**src/hdl/tld_pkg.sv**
```systemverilog
// Shared types, constants and helper functions of the terminal line discipline.
`timescale 1ns / 1ps
package tld_pkg;

   localparam logic [7:0] CH_NL    = 8'h0A;
   localparam logic [7:0] CH_CR    = 8'h0D;
   localparam logic [7:0] CH_BS    = 8'h08;
   localparam logic [7:0] CH_SP    = 8'h20;
   localparam logic [7:0] CH_CARET = 8'h5E;

   localparam int ECHO_MAX = 6;

   localparam logic [1:0] REG_INPUT_MODES   = 2'd0;
   localparam logic [1:0] REG_OUTPUT_MODES  = 2'd1;
   localparam logic [1:0] REG_LOCAL_MODES   = 2'd2;
   localparam logic [1:0] REG_CONTROL_CHARS = 2'd3;

   localparam logic [4:0]  INPUT_MODES_RST   = 5'd4;
   localparam logic [4:0]  OUTPUT_MODES_RST  = 5'd5;
   localparam logic [7:0]  LOCAL_MODES_RST   = 8'd223;
   localparam logic [62:0] CONTROL_CHARS_RST = 63'h0400_7F15_161A_1C03;

   typedef enum logic [1:0] {
      SRC_RAW   = 2'd0,
      SRC_FLUSH = 2'd1,
      SRC_ECHO  = 2'd2
   } src_type;

   typedef struct packed {
      logic    load;
      logic    decode;
      logic    produce;
      src_type sel;
      logic    finish;
      logic    fl_inc;
      logic    ec_adv;
      logic    ec_sub;
      logic    flushing;
      logic    idle;
   } cmd_type;

   typedef struct packed {
      logic       raw;
      logic       fl_done;
      logic       ec_done;
      logic [1:0] ec_n;
      logic       ec_sub;
      logic       out_free;
   } status_type;

   typedef struct packed {
      logic [1:0] n;
      logic [7:0] b0;
      logic [7:0] b1;
   } post_type;

   function automatic logic is_printable(input logic [7:0] b);
      return (b >= 8'h20 && b <= 8'h7E);
   endfunction

   // Output post-processing of one terminal byte: zero, one or two bytes.
   function automatic post_type post_map(input logic [4:0] om, input logic [7:0] b);
      post_type r;
      r.n  = 2'd1;
      r.b0 = b;
      r.b1 = CH_CR;
      if (om[0]) begin
         if (om[1] && b == CH_CR) begin
            r.n = 2'd0;
         end else if (om[2] && b == CH_NL) begin
            r.n  = 2'd2;
            r.b0 = CH_NL;
         end else if (om[3] && b == CH_CR) begin
            r.b0 = CH_NL;
         end else if (om[4] && b == CH_NL) begin
            r.b0 = CH_CR;
         end
      end
      return r;
   endfunction

endpackage

```
**src/hdl/terminal_line_discipline_unit.sv**
```systemverilog
// Terminal line discipline: keyboard input processing, line editing, echo, output mapping.
//
// Input channel req_*: one byte per transfer, req_tuser selects keyboard (0) or program (1).
// Result channel rsp_*: bytes for the reader (rsp_tuser 0) or the terminal (rsp_tuser 1),
// rsp_tlast marks the final byte caused by one input byte; an input may cause none.
// Configuration csr_*: mode registers and control characters, to be written only while idle;
// the block itself does not enforce this. One item is handled at a time. After the accepting
// cycle come a decode state, a state that sends a raw-mode byte (every item spends it),
// a flush that reads and then sends each line byte and finally finds the end of the line (the
// registered read of the line store sets this), an echo walk that sends each echoed byte, skips
// each echo character that output mapping drops and then finds the end of the echo list, and
// a closing state that releases the byte marked last.
// Reset returns the registers to their defaults and empties the line; stored bytes
// are not cleared. A stalled receiver holds rsp_* steady and the sequencer waits;
// no new input is taken until every result of the current item has been queued.
`timescale 1ns / 1ps
module terminal_line_discipline_unit #(
   parameter int LINE_DEPTH = 32
) (
   input  logic        clock,
   input  logic        reset,
   input  logic        req_tvalid,
   output logic        req_tready,
   input  logic [7:0]  req_tdata,   // data_byte
   input  logic        req_tuser,   // func
   output logic        rsp_tvalid,
   input  logic        rsp_tready,
   output logic [7:0]  rsp_tdata,   // out_byte
   output logic        rsp_tuser,   // channel
   output logic        rsp_tlast,
   input  logic        csr_wr_en,
   input  logic [1:0]  csr_addr,
   input  logic [62:0] csr_wr_data
);

   tld_pkg::cmd_type    cmd;
   tld_pkg::status_type st;

   tld_ctrl u_ctrl (
      .clock      (clock),
      .reset      (reset),
      .req_tvalid (req_tvalid),
      .req_tready (req_tready),
      .st         (st),
      .cmd        (cmd)
   );

   tld_dp #(
      .LINE_DEPTH (LINE_DEPTH)
   ) u_dp (
      .clock       (clock),
      .reset       (reset),
      .cmd         (cmd),
      .st          (st),
      .req_tuser   (req_tuser),
      .req_tdata   (req_tdata),
      .csr_wr_en   (csr_wr_en),
      .csr_addr    (csr_addr),
      .csr_wr_data (csr_wr_data),
      .rsp_tvalid  (rsp_tvalid),
      .rsp_tready  (rsp_tready),
      .rsp_tdata   (rsp_tdata),
      .rsp_tuser   (rsp_tuser),
      .rsp_tlast   (rsp_tlast)
   );

endmodule

```
**src/hdl/tld_ctrl.sv**
```systemverilog
// Sequencer of the line discipline: decode, raw byte, line flush, echo, finish.
`timescale 1ns / 1ps
module tld_ctrl (
   input  logic               clock,
   input  logic               reset,
   input  logic               req_tvalid,
   output logic               req_tready,
   input  tld_pkg::status_type st,
   output tld_pkg::cmd_type    cmd
);

   typedef enum logic [6:0] {
      S_IDLE   = 7'b0000001,
      S_DECODE = 7'b0000010,
      S_RAW    = 7'b0000100,
      S_FL_RD  = 7'b0001000,
      S_FL_WR  = 7'b0010000,
      S_ECHO   = 7'b0100000,
      S_DONE   = 7'b1000000
   } state_type;

   state_type state_ff, state_in;

   assign req_tready = (state_ff == S_IDLE);

   always_comb begin
      state_in     = state_ff;
      cmd          = '0;
      cmd.sel      = tld_pkg::SRC_RAW;
      cmd.idle     = (state_ff == S_IDLE);
      cmd.flushing = (state_ff == S_FL_RD) || (state_ff == S_FL_WR);
      case (state_ff)
         S_IDLE: begin
            if (req_tvalid) begin
               cmd.load = 1'b1;
               state_in = S_DECODE;
            end
         end
         S_DECODE: begin
            cmd.decode = 1'b1;
            state_in   = S_RAW;
         end
         S_RAW: begin
            if (!st.raw) begin
               state_in = S_FL_RD;
            end else if (st.out_free) begin
               cmd.produce = 1'b1;
               cmd.sel     = tld_pkg::SRC_RAW;
               state_in    = S_FL_RD;
            end
         end
         S_FL_RD: begin
            state_in = st.fl_done ? S_ECHO : S_FL_WR;
         end
         S_FL_WR: begin
            if (st.out_free) begin
               cmd.produce = 1'b1;
               cmd.sel     = tld_pkg::SRC_FLUSH;
               cmd.fl_inc  = 1'b1;
               state_in    = S_FL_RD;
            end
         end
         S_ECHO: begin
            if (st.ec_done) begin
               state_in = S_DONE;
            end else if (st.ec_n == 2'd0) begin
               cmd.ec_adv = 1'b1;
            end else if (st.out_free) begin
               cmd.produce = 1'b1;
               cmd.sel     = tld_pkg::SRC_ECHO;
               // The second byte of a pair closes this character.
               if (st.ec_n == 2'd1 || st.ec_sub) begin
                  cmd.ec_adv = 1'b1;
               end else begin
                  cmd.ec_sub = 1'b1;
               end
            end
         end
         S_DONE: begin
            if (st.out_free) begin
               cmd.finish = 1'b1;
               state_in   = S_IDLE;
            end
         end
         default: begin
            state_in = S_IDLE;
         end
      endcase
   end

   always_ff @(posedge clock) begin
      if (reset) begin
         state_ff <= S_IDLE;
      end else begin
         state_ff <= state_in;
      end
   end

endmodule

```
**src/hdl/tld_dp.sv**
```systemverilog
// Datapath: mode registers, input decode, line store, echo list and output stage.
`timescale 1ns / 1ps
module tld_dp #(
   parameter int LINE_DEPTH = 32
) (
   input  logic                clock,
   input  logic                reset,
   input  tld_pkg::cmd_type    cmd,
   output tld_pkg::status_type st,
   input  logic                req_tuser,
   input  logic [7:0]          req_tdata,
   input  logic                csr_wr_en,
   input  logic [1:0]          csr_addr,
   input  logic [62:0]         csr_wr_data,
   output logic                rsp_tvalid,
   input  logic                rsp_tready,
   output logic [7:0]          rsp_tdata,
   output logic                rsp_tuser,
   output logic                rsp_tlast
);

   localparam int IW = $clog2(LINE_DEPTH);
   localparam int CW = $clog2(LINE_DEPTH + 1);
   localparam logic [CW-1:0] DEPTH_C = CW'(LINE_DEPTH);

   logic [4:0]  imodes_ff, omodes_ff;
   logic [7:0]  lmodes_ff;
   logic [62:0] cchars_ff;

   logic        func_ff;
   logic [7:0]  byte_ff;
   logic [CW-1:0] count_ff, count_in;
   logic        lit_ff, lit_in;
   logic        raw_ff, raw_in;
   logic [7:0]  rawb_ff, rawb_in;
   logic [CW-1:0] flen_ff, flen_in;
   logic [CW-1:0] fl_idx_ff;
   logic [2:0]  elen_ff, elen_in;
   logic [7:0]  ech_ff [tld_pkg::ECHO_MAX];
   logic [7:0]  ech_in [tld_pkg::ECHO_MAX];
   logic [2:0]  ek_ff;
   logic        es_ff;
   logic        wr_en;

   logic [7:0]  mem [LINE_DEPTH];
   logic [7:0]  rd_data_ff;
   logic [IW-1:0] rd_addr;

   logic        hold_v_ff;
   logic        hold_chan_ff;
   logic [7:0]  hold_byte_ff;
   logic        rsp_v_ff;
   logic [7:0]  rsp_byte_ff;
   logic        rsp_chan_ff, rsp_last_ff;

   logic [7:0]  cur_ch;
   tld_pkg::post_type pm;
   logic [7:0]  new_byte;
   logic        push;

   logic [7:0] cc [8];
   always_comb begin
      for (int k = 0; k < 7; k++) begin
         cc[k] = cchars_ff[8*k +: 8];
      end
      cc[7] = {1'b0, cchars_ff[62:56]};
   end

   // Configuration registers.
   always_ff @(posedge clock) begin
      if (reset) begin
         imodes_ff <= tld_pkg::INPUT_MODES_RST;
         omodes_ff <= tld_pkg::OUTPUT_MODES_RST;
         lmodes_ff <= tld_pkg::LOCAL_MODES_RST;
         cchars_ff <= tld_pkg::CONTROL_CHARS_RST;
      end else if (csr_wr_en) begin
         case (csr_addr)
            tld_pkg::REG_INPUT_MODES:   imodes_ff <= csr_wr_data[4:0];
            tld_pkg::REG_OUTPUT_MODES:  omodes_ff <= csr_wr_data[4:0];
            tld_pkg::REG_LOCAL_MODES:   lmodes_ff <= csr_wr_data[7:0];
            tld_pkg::REG_CONTROL_CHARS: cchars_ff <= csr_wr_data;
            default: begin
            end
         endcase
      end
   end

   // Input decode, evaluated in the decode cycle.
   always_comb begin
      logic [7:0] b;
      logic       go;
      logic       echo;
      logic       rub;
      logic       dbl;
      logic       kill;
      logic       erase;
      logic       term;
      logic [CW-1:0] cnt_s;
      b        = imodes_ff[0] ? {1'b0, byte_ff[6:0]} : byte_ff;
      go       = (byte_ff != 8'h00);
      echo     = 1'b0;
      rub      = 1'b0;
      dbl      = 1'b0;
      kill     = 1'b0;
      erase    = 1'b0;
      term     = 1'b0;
      cnt_s    = count_ff;
      lit_in   = lit_ff;
      count_in = count_ff;
      raw_in   = 1'b0;
      flen_in  = '0;
      elen_in  = 3'd0;
      wr_en    = 1'b0;
      for (int k = 0; k < tld_pkg::ECHO_MAX; k++) begin
         ech_in[k] = tld_pkg::CH_BS;
      end
      if (byte_ff != 8'h00) begin
         if (lit_ff) begin
            lit_in = 1'b0;
         end else if (lmodes_ff[0] && (b == cc[0] || b == cc[1] || b == cc[2])) begin
            lit_in = 1'b0;
         end else if (b == cc[3] && lmodes_ff[7]) begin
            lit_in = 1'b1;
         end else begin
            if (imodes_ff[1] && b == tld_pkg::CH_CR) begin
               go = 1'b0;
            end
            if (imodes_ff[2] && b == tld_pkg::CH_CR) begin
               b = tld_pkg::CH_NL;
            end else if (imodes_ff[3] && b == tld_pkg::CH_NL) begin
               b = tld_pkg::CH_CR;
            end
            if (imodes_ff[4] && b >= 8'h41 && b <= 8'h5A) begin
               b = b + 8'h20;
            end
         end
      end
      if (b == 8'h00) begin
         go = 1'b0;
      end
      rawb_in = b;

      if (func_ff) begin
         lit_in    = lit_ff;
         elen_in   = 3'd1;
         ech_in[0] = byte_ff;
      end else if (go) begin
         echo = lmodes_ff[2];
         if (lmodes_ff[1]) begin
            kill  = (b == cc[4]);
            erase = !kill && (b == cc[5]);
            if (kill) begin
               count_in = '0;
               echo     = echo && !lmodes_ff[4];
            end else if (erase) begin
               if (count_ff == '0) begin
                  echo = 1'b0;
               end else begin
                  count_in = count_ff - 1'b1;
                  rub      = lmodes_ff[2] && lmodes_ff[3];
                  dbl      = !tld_pkg::is_printable(rd_data_ff) &&
                             (rd_data_ff != tld_pkg::CH_NL);
                  echo     = echo && !lmodes_ff[3];
               end
            end else begin
               wr_en    = (count_ff < DEPTH_C);
               cnt_s    = wr_en ? count_ff + 1'b1 : count_ff;
               count_in = cnt_s;
               term     = (b == tld_pkg::CH_NL) || (b == cc[6]) || (b == cc[7]);
               if (term) begin
                  flen_in  = cnt_s;
                  count_in = '0;
                  echo     = echo || lmodes_ff[5];
               end
            end
         end else begin
            raw_in = 1'b1;
         end
         if (rub) begin
            // Backspace, space, backspace; twice for a control character.
            elen_in = dbl ? 3'd6 : 3'd3;
            ech_in[1] = tld_pkg::CH_SP;
            ech_in[4] = tld_pkg::CH_SP;
         end else if (echo) begin
            if (tld_pkg::is_printable(b) || b == tld_pkg::CH_NL || !lmodes_ff[6]) begin
               elen_in   = 3'd1;
               ech_in[0] = b;
            end else begin
               elen_in   = 3'd2;
               ech_in[0] = tld_pkg::CH_CARET;
               ech_in[1] = b ^ 8'h40;
            end
         end
      end
   end

   // Item and sequencing registers.
   always_ff @(posedge clock) begin
      if (reset) begin
         count_ff  <= '0;
         lit_ff    <= 1'b0;
         raw_ff    <= 1'b0;
         flen_ff   <= '0;
         fl_idx_ff <= '0;
         elen_ff   <= 3'd0;
         ek_ff     <= 3'd0;
         es_ff     <= 1'b0;
      end else begin
         if (cmd.decode) begin
            count_ff  <= count_in;
            lit_ff    <= lit_in;
            raw_ff    <= raw_in;
            flen_ff   <= flen_in;
            fl_idx_ff <= '0;
            elen_ff   <= elen_in;
            ek_ff     <= 3'd0;
            es_ff     <= 1'b0;
         end
         if (cmd.fl_inc) begin
            fl_idx_ff <= fl_idx_ff + 1'b1;
         end
         if (cmd.ec_adv) begin
            ek_ff <= ek_ff + 3'd1;
            es_ff <= 1'b0;
         end else if (cmd.ec_sub) begin
            es_ff <= 1'b1;
         end
      end
   end

   always_ff @(posedge clock) begin
      if (cmd.load) begin
         func_ff <= req_tuser;
         byte_ff <= req_tdata;
      end
      if (cmd.decode) begin
         rawb_ff <= rawb_in;
         for (int k = 0; k < tld_pkg::ECHO_MAX; k++) begin
            ech_ff[k] <= ech_in[k];
         end
      end
   end

   // Line store: one write port, one registered read port.
   assign rd_addr = cmd.flushing ? fl_idx_ff[IW-1:0] : IW'(count_ff - 1'b1);

   always_ff @(posedge clock) begin
      if (cmd.decode && wr_en) begin
         mem[count_ff[IW-1:0]] <= rawb_in;
      end
      rd_data_ff <= mem[rd_addr];
   end

   // Echo character under the cursor and its post-processed bytes.
   assign cur_ch = (ek_ff < 3'(tld_pkg::ECHO_MAX)) ? ech_ff[ek_ff] : 8'h00;
   assign pm     = tld_pkg::post_map(omodes_ff, cur_ch);

   always_comb begin
      case (cmd.sel)
         tld_pkg::SRC_RAW:   new_byte = rawb_ff;
         tld_pkg::SRC_FLUSH: new_byte = rd_data_ff;
         tld_pkg::SRC_ECHO:  new_byte = es_ff ? pm.b1 : pm.b0;
         default:            new_byte = 8'h00;
      endcase
   end

   // One byte waits in the hold stage so the final one can be marked last.
   assign push = hold_v_ff && (cmd.produce || cmd.finish);

   always_ff @(posedge clock) begin
      if (reset) begin
         hold_v_ff <= 1'b0;
         rsp_v_ff  <= 1'b0;
      end else begin
         if (cmd.produce) begin
            hold_v_ff <= 1'b1;
         end else if (cmd.finish) begin
            hold_v_ff <= 1'b0;
         end
         if (push) begin
            rsp_v_ff <= 1'b1;
         end else if (rsp_tready) begin
            rsp_v_ff <= 1'b0;
         end
      end
   end

   always_ff @(posedge clock) begin
      if (cmd.produce) begin
         hold_byte_ff <= new_byte;
         hold_chan_ff <= (cmd.sel == tld_pkg::SRC_ECHO);
      end
      if (push) begin
         rsp_byte_ff <= hold_byte_ff;
         rsp_chan_ff <= hold_chan_ff;
         rsp_last_ff <= cmd.finish;
      end
   end

   assign rsp_tvalid = rsp_v_ff;
   assign rsp_tdata  = rsp_byte_ff;
   assign rsp_tuser  = rsp_chan_ff;
   assign rsp_tlast  = rsp_last_ff;

   assign st.raw      = raw_ff;
   assign st.fl_done  = (fl_idx_ff == flen_ff);
   assign st.ec_done  = (ek_ff == elen_ff);
   assign st.ec_n     = pm.n;
   assign st.ec_sub   = es_ff;
   assign st.out_free = !rsp_v_ff || rsp_tready;

   a_count_bound: assert property (@(posedge clock) disable iff (reset)
      count_ff <= DEPTH_C)
      else $error("line count above store depth");
   a_flush_bound: assert property (@(posedge clock) disable iff (reset)
      fl_idx_ff <= flen_ff)
      else $error("flush index ran past the line length");
   a_echo_bound: assert property (@(posedge clock) disable iff (reset)
      ek_ff <= elen_ff && elen_ff <= 3'(tld_pkg::ECHO_MAX))
      else $error("echo index ran past the echo list");
   a_hold_idle: assert property (@(posedge clock) disable iff (reset)
      cmd.idle |-> !hold_v_ff)
      else $error("held byte left over after an item finished");

endmodule
```
**config.mk**
```make
export PLATFORM = sky130hd
export DESIGN_NAME = terminal_line_discipline_unit
export DESIGN_NICKNAME = d
export VERILOG_FILES = /design/src/hdl/tld_pkg.sv /design/src/hdl/terminal_line_discipline_unit.sv /design/src/hdl/tld_ctrl.sv /design/src/hdl/tld_dp.sv
export SDC_FILE = /design/constraint.sdc
export NUM_CORES = 1
export LEC_CHECK = 0
export ABC_AREA = 1
export BUFFER_PORTS_ARGS = -buffer_cell sky130_fd_sc_hd__buf_2
export CORE_ASPECT_RATIO = 1.1
export CORE_MARGIN = 2
export CORE_UTILIZATION = 40
export CTS_CLUSTER_SIZE = 28
export DETAILED_ROUTE_END_ITERATION = 16
export PLACE_DENSITY = 0.54
export SKIP_CTS_REPAIR_TIMING = 1
export SYNTH_ARGS = -nofsm -noshare
export SYNTH_HDL_FRONTEND = slang
export SYNTH_SLANG_ARGS = --single-unit
```
**constraint.sdc**
```tcl
create_clock -name clock -period 8 [get_ports clock]
set_clock_uncertainty 0.1 [all_clocks]
set_input_delay 1.2 -clock clock [delete_from_list [all_inputs] [get_ports clock]]
set_output_delay 1.2 -clock clock [all_outputs]
set_load 0.005 [all_outputs]
```
==> impl_metrics.ini <==
[timing]
tns_ns = 0
setup-violations-final = 0
period_minus_slack_ns = 5.13
final_min_period_over_clock_period_pct = 64.1
grt_setup_unrepaired = false
timing.final.hold_violations = 0
finalMaxSlewViolations = 0
clock.fmax_mhz = 195
slew_headroom_pct = 31.3
worstMarginPinSlew_ns = 1.03

[floorplanning]
die_w_um = 212
row_count = 83
core_area_um2 = 46700
die_y_um = 232
initial_core_util_pct = 40.6
pin_count = 91
die_area_um2 = 49200

[clocking]
clk_path_buf_depth = 3
tritoncts = built
clock-root-buffer = sky130_fd_sc_hd__clkbuf_16
clk-insertion-delay-late_ns = 0.58
cts_htree_levels = 2
clock-sinks = 438
clock_pin_slew_on_the_worst_setup_and_hold_paths_ns = 0.06
tritoncts.num_buffers = 45

[yosys]
edff_count_synth = 310
synth_adder_area_share_pct = 0.528
synthDistinctLibCells = 53
synthMuxAreaShare_pct = 0
yosys_register_bits = 438
area_of_the_mapped_netlist_um2 = 19000
synth_seq_area_share_pct = 62.6
ys.flop_type = sky130_fd_sc_hd__edfxtp_1
post-synth-top-area-cell = sky130_fd_sc_hd__edfxtp_1
synth_simple_gate_area_share_pct = 16.7
postSynth.asyncResetShare_pct = 0
main_combinational_cell_family_by_area_after_synthesis = simple AND/OR/NAND/NOR gates
share_of_yosys_cell_area_claimed_by_the_top_area_cell_type_pct = 49.1
syn-instance-count = 1881
synth.area.top_cells = sky130_fd_sc_hd__edfxtp_1 49%, sky130_fd_sc_hd__dfxtp_1 14%, sky130_fd_sc_hd__o21ai_0 5.8%
syn_nets = 1968
postSynthAreaPerCell_um2 = 10.1
synth_compound_area_share_pct = 13.1
yosysWarningCount = 0
synth_xor_area_share_pct = 2.17

[pwr]
ir_worst_vdd_uv = 176
power-per-cell-area_nw_per_um2 = 269
power.internal_mw = 4.06
power.share.sequential_pct = 46.7
p_leak_nw = 7.88
total_power_mw = 5.75
share_comb_of_total_power_pct = 17.2
clock_power_share_pct = 36.1
power.share.switching_pct = 29.4
p_switching_mw = 1.69

[global_route]
grt_pass1_vias = 13800
grt-ovfl-total = 0
maximum_number_of_pins_on_one_net_before_global_route_repair = 105
grt.total_usage_pct = 21.5
grt_pass1_wl_um = 79900
antenna_violations_before_repair = 1

[detailed_routing]
drtAntennaViolNets = 0
drt_pre_antenna_iters = 5
wire_per_inst_um = 20.5
via_count = 14100
first_iter_violations = 1220
detail_route.wirelength_um = 52500
drc_errors = 0
detail_route.vias_per_cell = 5.47

[layout]
layout.cell_area.non_filler_um2 = 21400
diodes = 0
fin_nets = 2024
layout-drive-gt1-share_pct = 11.9
flow.area_growth_from_synthesis_pct = 12.6

[critical_path]
critPathLaunchType = flip-flop
worst-setup-path-type = reg -> reg
critical_path.endpoint_type = flip-flop
required_worst_endpoint_ns = 8.10
arrival_ns = 5.23
critical_path_peak_fanout = 48

[job]
drv_cap = 0

[place]
hpwlAfterDp_um = 34400
gp_congestion = 0.862
placed_area_um2 = 19900
port_buffers = 90

[outcome]
outcome = finished clean

[min_path]
min-delay-path-class = reg -> reg
==> Yosys cell counts, types with 2 or more instances <==
cell                       instances
sky130_fd_sc_hd__o211ai_1         19
sky130_fd_sc_hd__a21oi_1          69
sky130_fd_sc_hd__nand2_1         258
sky130_fd_sc_hd__nand2_4           3
sky130_fd_sc_hd__clkinv_1          2
sky130_fd_sc_hd__o21ai_1           6
sky130_fd_sc_hd__o22ai_1          17
sky130_fd_sc_hd__nand3b_1          2
sky130_fd_sc_hd__nor2_4            4
sky130_fd_sc_hd__nor3_1           15
sky130_fd_sc_hd__inv_2            10
sky130_fd_sc_hd__clkbuf_1         80
sky130_fd_sc_hd__edfxtp_1        310
sky130_fd_sc_hd__nor3_2            2
sky130_fd_sc_hd__a31oi_1          19
sky130_fd_sc_hd__inv_1           129
sky130_fd_sc_hd__nand3_2           6
sky130_fd_sc_hd__o21bai_1          2
sky130_fd_sc_hd__o21ai_0         218
sky130_fd_sc_hd__nand3_4           2
sky130_fd_sc_hd__nor4_1            5
sky130_fd_sc_hd__a211oi_1          6
sky130_fd_sc_hd__xnor2_1          25
sky130_fd_sc_hd__o311ai_0          3
sky130_fd_sc_hd__nor2_1          286
sky130_fd_sc_hd__nor2_2            6
sky130_fd_sc_hd__nand3_1         102
sky130_fd_sc_hd__a22oi_1           2
sky130_fd_sc_hd__o221ai_1         52
sky130_fd_sc_hd__buf_6             3
sky130_fd_sc_hd__buf_1             2
sky130_fd_sc_hd__xor2_1           22
sky130_fd_sc_hd__nand4_1          18
sky130_fd_sc_hd__ha_1              8
sky130_fd_sc_hd__dfxtp_1         128
sky130_fd_sc_hd__nand2_2          13
sky130_fd_sc_hd__buf_2            11
==> metrics by stage <==
| stage | util [%] | hold slack (ns) | worst slack (ns) | instances |
|---|---|---|---|---|
| 2_1_floorplan | - | 0.300 | 2.11 | 1881 |
| 3_3_place_gp | 42.6 | 0.306 | 3.01 | 2485 |
| 3_5_place_dp | 42.6 | 0.308 | 2.90 | 2485 |
| 4_1_cts | 45.7 | 0.321 | 2.86 | 2568 |
| 5_1_grt | 45.7 | 0.322 | 2.49 | 2568 |
| 6_report | 45.7 | 0.320 | 2.87 | 2568 |
==> power groups by stage <==
| stage | Combinational, mW | Sequential (mW) | Clock (mW) |
|---|---|---|---|
| 6_report | 0.987 | 2.68 | 2.08 |
| 5_1_grt | 1.09 | 2.69 | 2.20 |
| 4_1_cts | 0.989 | 2.68 | 2.12 |
| 3_5_place_dp | 0.986 | 2.73 | 0 |
| 3_3_place_gp | 0.987 | 2.73 | 0 |
| 2_1_floorplan | 0.631 | 2.68 | 0 |
==> logic make-up after synthesis <==
kind of cell,count (synthesis)
buffers and inverters,238
XOR/XNOR,47
adder cells (fa/ha/maj),8
AND/OR/NAND/NOR,727
AO/OA/AOI/OAI,423
flip-flops,438
==> area by class of cell <==
type,count,area [um^2]
Multi-Input combinational cell,1205,6200
Tap cell,595,744
Clock buffer,57,1200
Sequential cell,438,11900
Clock inverter,26,240
Timing Repair Buffer,106,571
Inverter,141,531
Fill cell,4389,25400
==> per-layer routing <==
layer	global-route usage [%]	share of wire, %	vias up	routed length, um
li1	-	-	6722	-
met1	28.7	43	6785	22600
met2	35.8	48	445	25400
met3	3.21	5.5	99	2900
met4	7.42	3.1	0	1640
met5	0	0	-	0
==> placed cells by master, fill, tap and decap left out, drive strengths merged, types with 6 or more instances in the layout <==
master	synthesis	layout
o22ai	17	17
clkinv	2	21
o221ai	52	52
nand4	19	19
xnor2	25	25
dfxtp	128	128
nand3	110	110
a211oi	6	6
o211ai	19	19
a21oi	70	70
o21ai	226	226
xor2	22	22
edfxtp	310	310
a31oi	19	19
nor4	6	6
inv	139	141
nor3	18	18
buf	17	106
nand2	274	274
nor2	296	296
clkbuf	80	57
ha	8	8
==> final timing paths <==
check	cells after the start	endpoint	slack, ns	start
setup / recovery	21	u_dp.mem[31][2]	2.87	u_dp.byte_ff[3]
hold / removal	0	u_dp.rsp_tdata[4]	0.32	u_dp.hold_byte_ff[4]
setup reg to reg	21	u_dp.mem[31][2]	2.87	u_dp.byte_ff[3]
hold reg to reg	0	u_dp.rsp_tdata[4]	0.32	u_dp.hold_byte_ff[4]
==> flip-flops by register name, summed over array words and instances (netlist names), 7 cells and up, named ones only <==
register / count
u_dp.mem: 256
u_dp.rawb_ff: 8
u_dp.rsp_tdata: 8
u_dp.cchars_ff: 63
u_dp.ech_ff: 18
u_dp.rd_data_ff: 8
u_dp.lmodes_ff: 8
u_dp.hold_byte_ff: 8
u_ctrl.state_ff: 7
u_dp.byte_ff: 8
==> worst max-delay path, stage by stage (launching register included) <==
cell and delay (ns):
sky130_fd_sc_hd__edfxtp_1 0.32, sky130_fd_sc_hd__buf_4 0.56, sky130_fd_sc_hd__inv_1 0.27, sky130_fd_sc_hd__nor2_1 0.26, sky130_fd_sc_hd__nand3_2 0.16, sky130_fd_sc_hd__nand2_1 0.15, sky130_fd_sc_hd__nand2_1 0.09, sky130_fd_sc_hd__nand3_1 0.11
sky130_fd_sc_hd__nand3_1 0.07, sky130_fd_sc_hd__nand2_1 0.08, sky130_fd_sc_hd__nand2_2 0.10, sky130_fd_sc_hd__nand2_4 0.44, sky130_fd_sc_hd__nand2_1 0.12, sky130_fd_sc_hd__nand2_1 0.09, sky130_fd_sc_hd__nor2_1 0.04, sky130_fd_sc_hd__nand2_1 0.11
sky130_fd_sc_hd__nor2_4 0.07, sky130_fd_sc_hd__nand2_4 0.12, sky130_fd_sc_hd__nand2_2 0.12, sky130_fd_sc_hd__nor3_4 0.22, sky130_fd_sc_hd__nand2_1 0.43, sky130_fd_sc_hd__nor2_1 0.70
Note: power is estimated with default switching activity, not from simulation.
